## src/hpe_pkg.sv

```systemverilog
`timescale 1ns / 1ps
// Shared types and constants for the Horner polynomial evaluator.
// No dependencies; imported by every module of the block.
package hpe_pkg;

   localparam int HPE_NUM_COEFFS = 8;   // default number of coefficients used
   localparam int HPE_REG_COUNT  = 8;   // coefficient registers held
   localparam int HPE_ADDR_W     = $clog2(HPE_REG_COUNT);
   localparam int HPE_Q_SHIFT    = 30;  // fraction bits of x

   // Rounding offset: half an LSB of the Q16.16 result inside the Q18.46 product.
   localparam logic signed [63:0] HPE_HALF_LSB = 64'sd1 <<< (HPE_Q_SHIFT - 1);
   localparam logic signed [34:0] HPE_S32_MAX  = 35'sd2147483647;
   localparam logic signed [34:0] HPE_S32_MIN  = -35'sd2147483648;

   // Item between Horner steps: accumulator, point and sticky overflow.
   typedef struct packed {
      logic signed [31:0] acc;
      logic signed [31:0] x;
      logic               ovf;
   } hpe_acc_type;

   // Item after the multiply: full-width product, point and sticky overflow.
   typedef struct packed {
      logic signed [63:0] prod;
      logic signed [31:0] x;
      logic               ovf;
   } hpe_prod_type;

endpackage

```

## src/hpe_mul_stage.sv

```systemverilog
`timescale 1ns / 1ps
// Pipeline stage: multiply accumulator by point and register the 64-bit product.
// Depends on hpe_pkg.
module hpe_mul_stage (
   input  logic                 clock,
   input  logic                 reset,
   input  logic                 in_valid,
   output logic                 in_ready,
   input  hpe_pkg::hpe_acc_type in_data,
   output logic                 out_valid,
   input  logic                 out_ready,
   output hpe_pkg::hpe_prod_type out_data
);
   import hpe_pkg::*;

   logic         valid_ff, valid_in;
   hpe_prod_type data_ff, data_in;

   // Take a new transaction when empty or when the held one leaves.
   assign in_ready = !valid_ff || out_ready;

   always_comb begin
      valid_in = valid_ff;
      data_in  = data_ff;
      if (in_ready) begin
         valid_in = in_valid;
         if (in_valid) begin
            data_in.prod = in_data.acc * in_data.x;
            data_in.x    = in_data.x;
            data_in.ovf  = in_data.ovf;
         end
      end
   end

   always_ff @(posedge clock) begin
      if (reset) begin
         valid_ff <= 1'b0;
      end else begin
         valid_ff <= valid_in;
      end
      data_ff <= data_in;
   end

   assign out_valid = valid_ff;
   assign out_data  = data_ff;

endmodule

```

## config.mk

```make
export PLATFORM = sky130hd
export DESIGN_NAME = hpe_mul_stage
export DESIGN_NICKNAME = d
export VERILOG_FILES = /design/src/hpe_pkg.sv /design/src/hpe_mul_stage.sv
export SDC_FILE = /design/constraint.sdc
export NUM_CORES = 2
export LEC_CHECK = 0
export CORE_ASPECT_RATIO = 0.7
export CORE_MARGIN = 2
export CORE_UTILIZATION = 50
export DETAILED_ROUTE_END_ITERATION = 8
export DONT_BUFFER_PORTS = 1
export HOLD_SLACK_MARGIN = 0.06
export PLACE_DENSITY = 0.63
export SYNTH_ARGS = -nofsm -noshare
export SYNTH_HDL_FRONTEND = slang
export SYNTH_SLANG_ARGS = --single-unit
```

## constraint.sdc

```tcl
create_clock -name clock -period 10.2 [get_ports clock]
set_clock_uncertainty 0.05 [all_clocks]
set_input_delay 2.04 -clock clock [delete_from_list [all_inputs] [get_ports clock]]
set_output_delay 2.04 -clock clock [all_outputs]
set_load 0.01 [all_outputs]
```

==> qor.csv <==
stage,metric,value,unit
yosys,"Distinct cells, synth",68,
setup_path,CP max stage delay,1.00,ns
grt,gr usage total,29.6,%
setup_path,Setup crit start kind,input port,
yosys,"Net Count, Synth",5328,
floorplan,Die Wd,339,um
placement,area post-placement,39800,um^2
floorplan,total core area,77300,um^2
yosys,"top cells by area, synth","fa_1 (55%), inv_1 (9.2%), and2_1 (8.2%)",
setup_path,"Top cell by count, worst path",fa_1,
placement,number of port buffers,0,
final_layout,P&R area growth vs syn,2.22,%
clocking,"Reg clk slew, reported paths",0.09,ns
placement,placed cell count,4834,
sta,Tcrit/Tclk final,91.5,%
setup_path,critical path endpoint category,register,
setup_path,CP Data Required Time,10.30,ns
sta,Slew HR,41.4,%
sta,Worst-Margin Slew,0.879,ns
yosys,#FFs+latches synth,98,
setup_path,crit path max fanout,32,
detailed_routing,Initial DRC Count,2315,
sta,Setup-failing EPs final,0,
yosys,"EDFF count, synth",97,
yosys,Main synth FF type,edfxtp_1,
yosys,yosys warns,0,
yosys,Post-Syn Area,39300,um^2
yosys,top-area cell type share of the netlist area,55.2,%
yosys,Syn Area/Cell,9.83,um^2
grt,grt total ovfl,0,
clocking,Max Root-Sink Buffers,2,
floorplan,row count,85,
hold_path,Hold Path Cell Cnt,2,
run,Max-cap violations,0,
detailed_routing,Vias/cell,5.41,
final_layout,final std cells w/o fill,4851,
final_layout,layout cells sized above 1,1.37,%
grt,vias in the first global route,27800,
yosys,"count leader, synth",fa_1,
clocking,PostCTS Resize Cnt,0,
setup_path,worst path cell trace,nand2_1 -> inv_1 -> fa_1 -> fa_1 -> fa_1 -> fa_1 -> inv_1 -> buf_4 -> fa_1 -> inv_1 -> fa_1 -> inv_1 -> fa_1 -> fa_1 -> inv_1 -> ha_1 -> a21oi_1 -> o221ai_1 -> inv_1 -> o21ai_1 -> a21oi_1 -> nor2_1 -> a311oi_1 -> o311ai_1,
setup_path,crit path kind,in -> reg,
setup_path,WP depth,24,
yosys,register area share after synthesis,7.47,%
grt,largest net degree at the start of global routing,57,
sta,setup TNS,0,ns
sta,Max Transition Viols Final,0,
clocking,cts bufs inserted,9,
grt,first-pass GRT wire length,178,mm
floorplan,Starting Density,50.8,%
setup_path,Crit path buffers/inverters,7,
floorplan,die area,80800,um^2
yosys,Synth top cells by count,"fa_1 (1082), inv_1 (958), nand2_1 (541), and2_1 (512), clkbuf_1 (194)",
clocking,Hold Buf Count CTS,0,
detailed_routing,via count,26300,
sta,FMAX,0.107,GHz
placement,dpl hpwl,89.6,mm
setup_path,CP arrival,9.43,ns
grt,initial antenna violation count,2,
hold_path,min-delay worst type,reg -> reg,
detailed_routing,DRC Markers,0,
setup_path,Crit path max-delay family,adder cells,
detailed_routing,Pre-antenna DRT Iters,6,
sta,Tmin final,9.33,ns
placement,GPL Wtd Cong,0.911,
setup_path,crit path max-delay cell type,fa_1,
yosys,Yosys top cell by area,fa_1,
detailed_routing,final wirelength,112,mm
floorplan,die height,238,um
yosys,async set-reset flop share out of synthesis,0,%
detailed_routing,DR WL/cell,23.2,um
final_layout,Final Net Count,5136,
setup_path,worst reg2reg path depth,3,
final_layout,fillcell total,7047,
clocking,Setup Buffers After CTS,0,
yosys,post-synthesis cell count,3993,
clocking,worst skew pair latency,0.40,ns
final_layout,"Design Area, Final",40100,um^2
sta,final hold violations,0,
sta,RSZ-0062 raised after global routing,false,
clocking,CTS root buf,clkbuf_16,
clocking,CTS tree,built,
floorplan,num ports,168,
detailed_routing,"antenna viol nets, final",0,
run_status,status,"complete, no violations",
clocking,CTS H-tree depth,3,
clocking,clock sink total,98,
routing by layer:
layer / vias up / global-route usage, % / share of wire, %
li1: 11100 / - / -
met4: 2 / 3.81 / 0.93
met1: 13800 / 48.3 / 48
met5: - / 0 / 0.012
met2: 1278 / 35.6 / 36
met3: 69 / 13.5 / 15
stage by stage:
stage               utilization [%]  hold WS (ns)  worst slack [ns]
floorplan                         -         0.543             0.715
global placement               51.5         0.580             0.586
detailed placement             51.5         0.586             0.503
CTS                            51.9         0.600             0.911
global route                   51.9         0.629             0.550
finish                         51.9         0.598             0.872
cell families (layout without fill, tap and decap cells):
family	count (synthesis)	after routing	share of synthesized area (%)
multiplexers	2	2	0.0510
flip-flops	98	98	7.47
adder cells (fa/ha/maj)	1266	1266	61.0
AND/OR/NAND/NOR	1184	1184	15.1
other	0	1	0
buffers and inverters	1167	980	11.2
AO/OA/AOI/OAI	205	205	3.56
XOR/XNOR	71	71	1.58
state kept, by name, summed over array words and instances (netlist names):
signal     flops
out_valid      1
out_data      97
area by class of cell:
class / instances / area [um^2] / area share, %
Multi-Input combinational cell: 2728 / 31900 / 79.6
Inverter: 959 / 3600 / 8.97
Clock inverter: 7 / 93.8 / 0.234
Clock buffer: 9 / 225 / 0.561
Timing Repair Buffer: 5 / 37.5 / 0.0935
Antenna cell: 1 / 2.50 / 0.00624
Tap cell: 1044 / 1310 / 3.26
Sequential cell: 98 / 2930 / 7.31
worst reg2reg max path, stage by stage, from the launching register on:
cell      delay [ns]
dfxtp_1         0.35
nand2b_1        0.17
and2_4          0.56
buf_4           0.75
cells in the final DEF (no fill, tap or decap), drive strengths merged, types with 2 or more instances in the layout:
| cell type | count |
|---|---|
| inv | 963 |
| o311ai | 3 |
| nor2b | 4 |
| nand2b | 12 |
| a211oi | 7 |
| o2111ai | 5 |
| nor4 | 2 |
| ha | 184 |
| nand3b | 2 |
| a21oi | 67 |
| o21a | 4 |
| nand3 | 20 |
| nand2 | 542 |
| a211o | 3 |
| fa | 1082 |
| a21o | 24 |
| buf | 5 |
| a41oi | 2 |
| mux2i | 2 |
| or2 | 2 |
| xnor2 | 45 |
| nand4 | 8 |
| o21ai | 45 |
| nor3 | 12 |
| edfxtp | 97 |
| a221oi | 3 |
| a31oi | 9 |
| and3 | 8 |
| o21bai | 11 |
| nor2 | 54 |
| a2111oi | 4 |
| clkbuf | 9 |
| and2 | 514 |
| a311oi | 2 |
| o221a | 2 |
| xor2 | 26 |
| o211ai | 8 |
worst paths after layout:
check	slack, ns	start	endpoint
setup reg to reg	7.82	out_valid	out_data[18]
setup / recovery	0.87	in_data[64]	out_data[93]
hold / removal	0.60	out_valid	out_valid
hold reg to reg	0.60	out_valid	out_valid
Power is not shown: default switching activity piles up to over one toggle a cycle in this logic, so the estimate is an artifact.
