[src/hpe_pkg.sv]
`timescale 1ns / 1ps
// Shared types and constants for the Horner polynomial evaluator.
// No dependencies; imported by every module of the block.
package hpe_pkg;

   localparam int HPE_NUM_COEFFS = 8;   // default number of coefficients used
   localparam int HPE_REG_COUNT  = 8;   // coefficient registers held
   localparam int HPE_ADDR_W     = $clog2(HPE_REG_COUNT);
   localparam int HPE_Q_SHIFT    = 30;  // fraction bits of x

   // Rounding offset: half an LSB of the Q16.16 result inside the Q18.46 product.
   localparam logic signed [63:0] HPE_HALF_LSB = 64'sd1 <<< (HPE_Q_SHIFT - 1);
   localparam logic signed [34:0] HPE_S32_MAX  = 35'sd2147483647;
   localparam logic signed [34:0] HPE_S32_MIN  = -35'sd2147483648;

   // Item between Horner steps: accumulator, point and sticky overflow.
   typedef struct packed {
      logic signed [31:0] acc;
      logic signed [31:0] x;
      logic               ovf;
   } hpe_acc_type;

   // Item after the multiply: full-width product, point and sticky overflow.
   typedef struct packed {
      logic signed [63:0] prod;
      logic signed [31:0] x;
      logic               ovf;
   } hpe_prod_type;

endpackage

[src/hpe_add_stage.sv]
`timescale 1ns / 1ps
// Pipeline stage: round product to Q16.16, add coefficient, saturate to 32 bits.
// Depends on hpe_pkg.
module hpe_add_stage (
   input  logic                  clock,
   input  logic                  reset,
   input  logic signed [31:0]    coeff,
   input  logic                  in_valid,
   output logic                  in_ready,
   input  hpe_pkg::hpe_prod_type in_data,
   output logic                  out_valid,
   input  logic                  out_ready,
   output hpe_pkg::hpe_acc_type  out_data
);
   import hpe_pkg::*;

   logic               valid_ff, valid_in;
   hpe_acc_type        data_ff, data_in;
   logic signed [63:0] biased;
   logic signed [33:0] rounded;
   logic signed [34:0] sum;

   assign in_ready = !valid_ff || out_ready;

   // Round to nearest, ties toward +inf: add half LSB, floor by the shift.
   assign biased  = in_data.prod + HPE_HALF_LSB;
   assign rounded = biased[63:HPE_Q_SHIFT];
   assign sum     = 35'(rounded) + 35'(coeff);

   always_comb begin
      valid_in = valid_ff;
      data_in  = data_ff;
      if (in_ready) begin
         valid_in = in_valid;
         if (in_valid) begin
            data_in.x = in_data.x;
            if (sum > HPE_S32_MAX) begin
               data_in.acc = HPE_S32_MAX[31:0];
               data_in.ovf = 1'b1;
            end else if (sum < HPE_S32_MIN) begin
               data_in.acc = HPE_S32_MIN[31:0];
               data_in.ovf = 1'b1;
            end else begin
               data_in.acc = sum[31:0];
               data_in.ovf = in_data.ovf;
            end
         end
      end
   end

   always_ff @(posedge clock) begin
      if (reset) begin
         valid_ff <= 1'b0;
      end else begin
         valid_ff <= valid_in;
      end
      data_ff <= data_in;
   end

   assign out_valid = valid_ff;
   assign out_data  = data_ff;

endmodule

[config.mk]
export PLATFORM = sky130hd
export DESIGN_NAME = hpe_add_stage
export DESIGN_NICKNAME = d
export VERILOG_FILES = /design/src/hpe_pkg.sv /design/src/hpe_add_stage.sv
export SDC_FILE = /design/constraint.sdc
export NUM_CORES = 1
export LEC_CHECK = 0
export ABC_AREA = 1
export ABC_CLOCK_PERIOD_IN_PS = 4800
export BUFFER_PORTS_ARGS = -buffer_cell sky130_fd_sc_hd__buf_2
export CAP_MARGIN = 5
export CORE_ASPECT_RATIO = 0.5
export CORE_UTILIZATION = 51
export DETAILED_ROUTE_END_ITERATION = 6
export GPL_TIMING_DRIVEN = 0
export HOLD_SLACK_MARGIN = 0.02
export PLACE_DENSITY = 0.81
export REMOVE_ABC_BUFFERS = 1
export SLEW_MARGIN = 20
export SYNTH_ARGS = -nofsm -noshare
export SYNTH_HDL_FRONTEND = slang
export SYNTH_SLANG_ARGS = --single-unit
[constraint.sdc]
create_clock -name clock -period 4.8 [get_ports clock]
set_input_delay 0 -clock clock [delete_from_list [all_inputs] [get_ports clock]]
set_output_delay 0 -clock clock [all_outputs]
set_load 0.005 [all_outputs]
==> flow_summary_export.csv, run 1 <==
group,metric,value,unit
clock_network,cts_tree,"done",
timing,post-route-min-period,3.617,ns
status,status,"complete, no violations",
logic_synthesis,ys_warn_count,0,
logic_synthesis,syn_inst,745,
pwr,power,1.974,mW
logic_synthesis,synth_top_area_frac,0.3541,
clock_network,clkLatencyLatePin,0.32,ns
timing,max-slew-margin-rel,0.4616,
detailed_routing,drt-total-wl,14.97,mm
run,cap_violations,0,
timing,fin_crit_sh,0.7535,
pwr,ir_drop,225.1,µV
worst_setup_path,end_kind,"flop",
timing,worstMarginPinSlew,0.8058,ns
logic_synthesis,yosys-top-cells-area,"edfxtp_1 (35%), nand2_1 (18%), ha_1 (8.2%)",
global_route,overflow,0,
final_layout,drive_gt1_frac,0.2183,
worst_setup_path,worst-path-max-fanout,32,
detailed_routing,first_pass_iters,5,
worst_setup_path,required,4.83,ns
final_layout,seq_area,0.001972,mm²
detailed_routing,vias,5401,
final_layout,areaGrowthSynthToFinish,29.99,%
detailed_routing,drc_errors,0,
floorplanning,initial_core_util,0.5328,
worst_setup_path,cp_num_buf_inv,2,
clock_network,cts_setup_buffers,0,
placement,globalplace.congestion,0.9189,
worst_setup_path,crit_path_top_delay_cell,"nand2_2",
detailed_routing,ant_nets,0,
final_layout,diodes,0,
global_route,grt_use_total,0.2665,
timing,tns,0,ns
clock_network,clock_sinks,66,
timing,fmax,276.5,MHz
logic_synthesis,synthesis.area,0.005512,mm²
hold_path,worstHoldPathCells,4,
worst_setup_path,crit_chain,"buf_2, ha_1, nand2_1, nor2_2, nand4_1, nor2_1, nand4_1, nor2_1, nand4_1, xor2_1, inv_1, ha_1, a21oi_1, o21ai_0, nand2_1, nand3_1, nor2_1, nand2_1, nand2_1, nand2_1, nand2_2, nand3_1",
floorplanning,core,0.01034,mm²
placement,place_hpwl,12.09,mm
worst_setup_path,path_delay_family,"simple AND/OR/NAND/NOR gates",
worst_setup_path,worstPathArrival,3.65,ns
worst_setup_path,critical_path_class,"in2reg",
clock_network,clockBufferDepth,2,
floorplanning,die_h,75.51,µm
logic_synthesis,synth_seq_area_share,0.3578,
logic_synthesis,yosys.area.top_type,"edfxtp_1",
final_layout,nNetsFinal,1127,
pwr,p_leak,3.727,nW
global_route,grt_pass1_wl,23.03,mm
placement,io_buffers,170,
clock_network,cts_buffers,9,
timing,rsz0062_at_grt,"false",
detailed_routing,wire_per_inst,13.58,µm
floorplanning,die-area,0.01125,mm²
placement,post-place-ws,0.8641,ns
worst_setup_path,start_kind,"input port",
worst_setup_path,r2r_slack,3.23,ns
clock_network,clkTransAtPathRegs,0.05,ns
timing,skew,0.005960,ns
floorplanning,fp-row-count,26,
timing,setup_viol,0,
worst_setup_path,ff2ff_path_depth,2,
detailed_routing,viasPerCell,4.901,
clock_network,ctsRootBufferMaster,"clkbuf_16",
timing,setup_slack,1.183,ns
worst_setup_path,r2r_start,"out_valid$_SDFFE_PP0N_",
hold_path,worstHoldStart,"coeff[0]",
worst_setup_path,rr_endpoint,"out_data[29]$_DFFE_PP_",
pwr,power.density,275.5,mW/mm²
logic_synthesis,syn_avg_cell_area,7.398,µm²
logic_synthesis,synth.distinct_cells,33,
global_route,grt_max_degree,33,
global_route,first_global_vias,4726,
final_layout,multiInputGateArea,0.003044,mm²
worst_setup_path,timing.critical_path.mode_cell,"nand2_1",
floorplanning,fp.dieW,149.0,µm
final_layout,n_fill_cell,882,
detailed_routing,drt_iter0_markers,386,
floorplanning,pin_count,200,
worst_setup_path,max_stage_delay,0.43,ns
timing,final-hold-violation-count,0,
global_route,antenna_found_initial,0,
timing,drv_slew,0,
hold_path,holdPathEnd,"out_data[33]$_SDFFCE_PN1P_",
clock_network,h-tree-depth,3,
logic_synthesis,synth-seq-cells,66,
hold_path,hold_path_class,"in2reg",
==> synth_stat cells <==
library cell	count
nor2_1	57
xnor2_1	16
nand3b_1	1
a21oi_2	1
buf_6	6
ha_1	36
nor3b_1	1
nand2_4	1
nor3_2	3
inv_2	1
o21a_1	1
nor2_2	6
inv_1	116
nand2_2	8
nor4_1	1
nand3_2	3
and3_1	3
o21ai_0	3
dfxtp_1	1
a21oi_1	33
xor2_1	41
o21bai_1	8
nand4_1	18
nand3_1	28
nor2_4	2
nor4_2	1
nor4b_1	2
fa_1	1
nand3b_4	1
a31oi_1	2
nand2_1	268
edfxtp_1	65
nor3_1	10
==> per-layer routing <==
| metal | wire length, µm | share of wire | up-vias | GRT usage |
|---|---|---|---|---|
| met4 | 174 | 0.012 | 0 | 0.06916 |
| li1 | - | - | 2803 | - |
| met3 | 1243 | 0.083 | 14 | 0.01796 |
| met5 | 0 | 0 | - | 0 |
| met2 | 6302 | 0.42 | 230 | 0.4269 |
| met1 | 7248 | 0.48 | 2354 | 0.3953 |
==> repair_timing <==
| item | 4_1_cts | 5_1_grt |
|---|---|---|
| gates resized for setup | 0 | 0 |
| endpoints found under the hold margin | 34 | 0 |
| hold buffers | 35 | 0 |
| setup endpoints to repair | 0 | 0 |
==> flip-flops by register name (all words and copies together) (netlist names) <==
name,count
out_valid,1
out_data,65
==> report_power, final <==
group | switching (mW) | internal, mW | leakage [nW]
sequential | 0.0145 | 0.723 | 0.630
combinational | 0.385 | 0.247 | 2.96
clock | 0.210 | 0.394 | 0.134
==> through the flow <==
stage	util	hold slack [ns]	cells	area, µm²
2_1_floorplan	-	0.06907	739	5444
3_3_place_gp	0.6254	0.1560	1049	6470
3_5_place_dp	0.6318	0.1659	1051	6536
4_1_cts	0.6926	0.08416	1102	7164
5_1_grt	0.6926	0.1247	1102	7164
6_report	0.6926	0.1011	1102	7164
==> logic make-up (layout without fill, tap and decap cells) <==
| logic type | Yosys count | in the layout | synth area share |
|---|---|---|---|
| xor+xnor | 57 | 57 | 0.09058 |
| compound gates | 48 | 48 | 0.04881 |
| flops | 66 | 66 | 0.3578 |
| simple gates | 414 | 414 | 0.3255 |
| fa+ha+maj | 37 | 37 | 0.08536 |
| buf+inv | 123 | 340 | 0.09194 |
==> layout make-up <==
cell class,instances,area share
Clock buffer,11,0.03248
Sequential cell,66,0.2752
Multi-Input combinational cell,556,0.4249
Clock inverter,5,0.006287
Tap cell,140,0.02445
Timing Repair Buffer,207,0.1753
Inverter,117,0.06130
==> cells in the final DEF (no fill, tap or decap), types with 3 or more instances in the layout <==
cell type	netlist	layout
nand2_1	268	268
buf_2	0	170
inv_1	116	116
edfxtp_1	65	65
nor2_1	57	57
xor2_1	41	41
ha_1	36	36
dlygate4sd3_1	0	35
a21oi_1	33	32
nand3_1	28	28
nand4_1	18	18
xnor2_1	16	16
nor3_1	10	10
clkbuf_16	0	9
nand2_2	8	8
o21bai_1	8	8
nor2_2	6	6
clkinv_1	0	4
nand3_2	3	3
nor3_2	3	3
and3_1	3	3
o21ai_0	3	3
==> worst register-to-register path, stage by stage, from the launching register on <==
cell	delay, ns
dfxtp_1	0.34
a21oi_4	0.67
buf_16	0.25
==> how the worst max path moves through the flow <==
stage	depth (start not counted)	end	startpoint
2_1_floorplan	1	out_data[0]$_SDFFCE_PP1P_	out_valid$_SDFFE_PP0N_
3_3_place_gp	1	out_data[12]$_DFFE_PP_	out_valid$_SDFFE_PP0N_
3_5_place_dp	22	out_data[0]$_SDFFCE_PP1P_	in_data[62]
4_1_cts	22	out_data[0]$_SDFFCE_PP1P_	in_data[62]
5_1_grt	22	out_data[0]$_SDFFCE_PP1P_	in_data[63]
6_report	22	out_data[0]$_SDFFCE_PP1P_	in_data[62]
(Power assumes the default switching activity.)
==> run 2, diff against run 1 <==
- ABC_CLOCK_PERIOD_IN_PS: 4800 -> 3500
- clock period: 4.8 -> 3.5 ns (I/O delays scaled with it)
==> run 2 against run 1 <==
Register-to-register slack worse by 1.3 ns. First-iteration DRC count is 1.8% higher. Cell area is 2.5% higher. Clock skew is 0.0010 ns lower. Sequential share of layout area is 0.68 points lower. Routed wire length is 4.1% higher. Utilization is 1.7 points higher. Non-clock buffer count is 2 higher. Critical path depth is 1 higher. Total power is 41% higher. Critical endpoint is now out_data[52]$_SDFFCE_PN1P_. Largest cell class unchanged.
==> flow_summary_export.csv, run 2 (synthesized netlist as in run 1, its figures left out) <==
group,metric,value,unit
final_layout,drive_gt1_frac,0.2386,
hold_path,worstHoldPathCells,4,
timing,drv_slew,0,
timing,final-hold-violation-count,0,
global_route,first_global_vias,4726,
final_layout,diodes,0,
worst_setup_path,ff2ff_path_depth,2,
timing,fmax,308.7,MHz
status,status,"complete, no violations",
global_route,grt_use_total,0.2665,
timing,skew,0.004920,ns
clock_network,cts_buffers,9,
placement,globalplace.congestion,0.9189,
final_layout,nNetsFinal,1133,
placement,io_buffers,170,
pwr,power.density,378.1,mW/mm²
timing,setup_viol,0,
detailed_routing,viasPerCell,4.958,
global_route,grt_max_degree,33,
placement,post-place-ws,-0.4359,ns
final_layout,final_util,0.7100,
detailed_routing,drc_errors,0,
global_route,antenna_found_initial,0,
global_route,grt_pass1_wl,23.03,mm
detailed_routing,drt-total-wl,15.58,mm
clock_network,ctsRootBufferMaster,"clkbuf_16",
timing,worstMarginPinSlew,0.8135,ns
floorplanning,core,0.01034,mm²
floorplanning,die_h,75.51,µm
pwr,p_leak,3.773,nW
global_route,overflow,0,
clock_network,clkLatencyLatePin,0.32,ns
final_layout,largest_reg_flops,65,
timing,post-route-min-period,3.239,ns
run,cap_violations,0,
clock_network,clock_sinks,66,
detailed_routing,first_pass_iters,5,
final_layout,areaGrowthSynthToFinish,33.26,%
final_layout,final_cell_mix,"nand2_1 (266), buf_2 (170), inv_1 (116)",
placement,placed_area,0.006536,mm²
detailed_routing,ant_nets,0,
clock_network,clockBufferDepth,2,
hold_path,hold_path_class,"in2reg",
detailed_routing,wire_per_inst,14.06,µm
clock_network,cts_tree,"done",
floorplanning,pin_count,200,
worst_setup_path,start_kind,"input port",
final_layout,mostFrequentLayoutCell,"nand2_1",
timing,fin_crit_sh,0.9256,
floorplanning,die-area,0.01125,mm²
pwr,ir_drop,309.9,µV
final_layout,seq_area,0.001972,mm²
clock_network,clkTransAtPathRegs,0.05,ns
timing,max-slew-margin-rel,0.4565,
final_layout,fin_area,0.007345,mm²
timing,setup_slack,0.2605,ns
placement,place_hpwl,12.09,mm
clock_network,h-tree-depth,3,
final_layout,multiInputGateArea,0.003209,mm²
floorplanning,initial_core_util,0.5328,
detailed_routing,vias,5494,
final_layout,n_fill_cell,867,
worst_setup_path,required,3.57,ns
worst_setup_path,worstPathArrival,3.31,ns
detailed_routing,drt_iter0_markers,393,
worst_setup_path,critical_path_class,"in2reg",
worst_setup_path,end_kind,"flop",
worst_setup_path,worst-path-max-fanout,8,
floorplanning,fp-row-count,26,
floorplanning,fp.dieW,149.0,µm
## run 2: cell count changes in the layout (fill, tap and decap cells not counted), moves of 3 or more
cell,delta
nand2_8,+3
a21oi_1,-3
nor2_1,-5
nand2_4,+5
nor2_2,+4
a21oi_2,+3
## run 2: power breakdown
group          switching, mW  total [mW]  internal [mW]
clock network          0.291       0.832          0.541
logic                  0.574       0.933          0.359
registers             0.0199        1.01          0.991
## run 2: critical path, stage by stage
cell	delay, ns
buf_2	0.09
ha_1	0.18
nand2_1	0.09
nor2_2	0.14
nand4_1	0.15
nand3b_4	0.20
nor2_1	0.09
nand3_1	0.17
nor2_2	0.16
nand2_1	0.07
xor2_1	0.14
inv_1	0.07
ha_1	0.34
a21oi_1	0.26
o21ai_0	0.18
nand2_1	0.09
nand3_1	0.09
nor2_1	0.19
nand2_1	0.10
nand2_1	0.12
nand2_4	0.14
nand2_4	0.16
nand2_1	0.07
## run 2: layout make-up
cell class	instances	area share
Multi-Input combinational cell	560	0.4370
Sequential cell	66	0.2685
Inverter	117	0.05980
Tap cell	140	0.02385
Clock inverter	5	0.006133
Clock buffer	11	0.03169
Timing Repair Buffer	209	0.1731
## run 2: worst paths after layout
check / startpoint / end / slack, ns
setup / recovery: in_data[62] / out_data[52]$_SDFFCE_PN1P_ / 0.26
setup reg to reg: out_valid$_SDFFE_PP0N_ / out_data[29]$_DFFE_PP_ / 1.93
hold reg to reg: out_valid$_SDFFE_PP0N_ / out_data[9]$_DFFE_PP_ / 0.83
hold / removal: coeff[0] / out_data[33]$_SDFFCE_PN1P_ / 0.1
## run 2: what timing repair did
| action | CTS | global route |
|---|---|---|
| setup endpoints to repair | 19 | 32 |
| endpoints found under the hold margin | 34 | 0 |
| hold buffers | 35 | 0 |
| pin swaps | 0 | 8 |
| buffers inserted | 0 | 2 |
| gates cloned | 0 | 4 |
| resized for setup | 1 | 24 |
## run 2: per-layer routing
metal | wire length, µm | global-route usage
met5 | 0 | 0
met4 | 208 | 0.06916
met3 | 1301 | 0.01796
met2 | 6748 | 0.4269
met1 | 7321 | 0.3953
## run 2: per-stage QoR
| stage | setup TNS (ns) | instances | power [mW] | hold WS [ns] |
|---|---|---|---|---|
| global route | -0.4436 | 1108 | 2.919 | 0.1247 |
| floorplan | -33.68 | 739 | 1.533 | 0.06907 |
| CTS | 0 | 1102 | 2.707 | 0.08416 |
| global placement | -105.85 | 1049 | 1.823 | 0.1560 |
| finish | 0 | 1108 | 2.777 | 0.09618 |
| detailed placement | -11.14 | 1051 | 1.846 | 0.1659 |
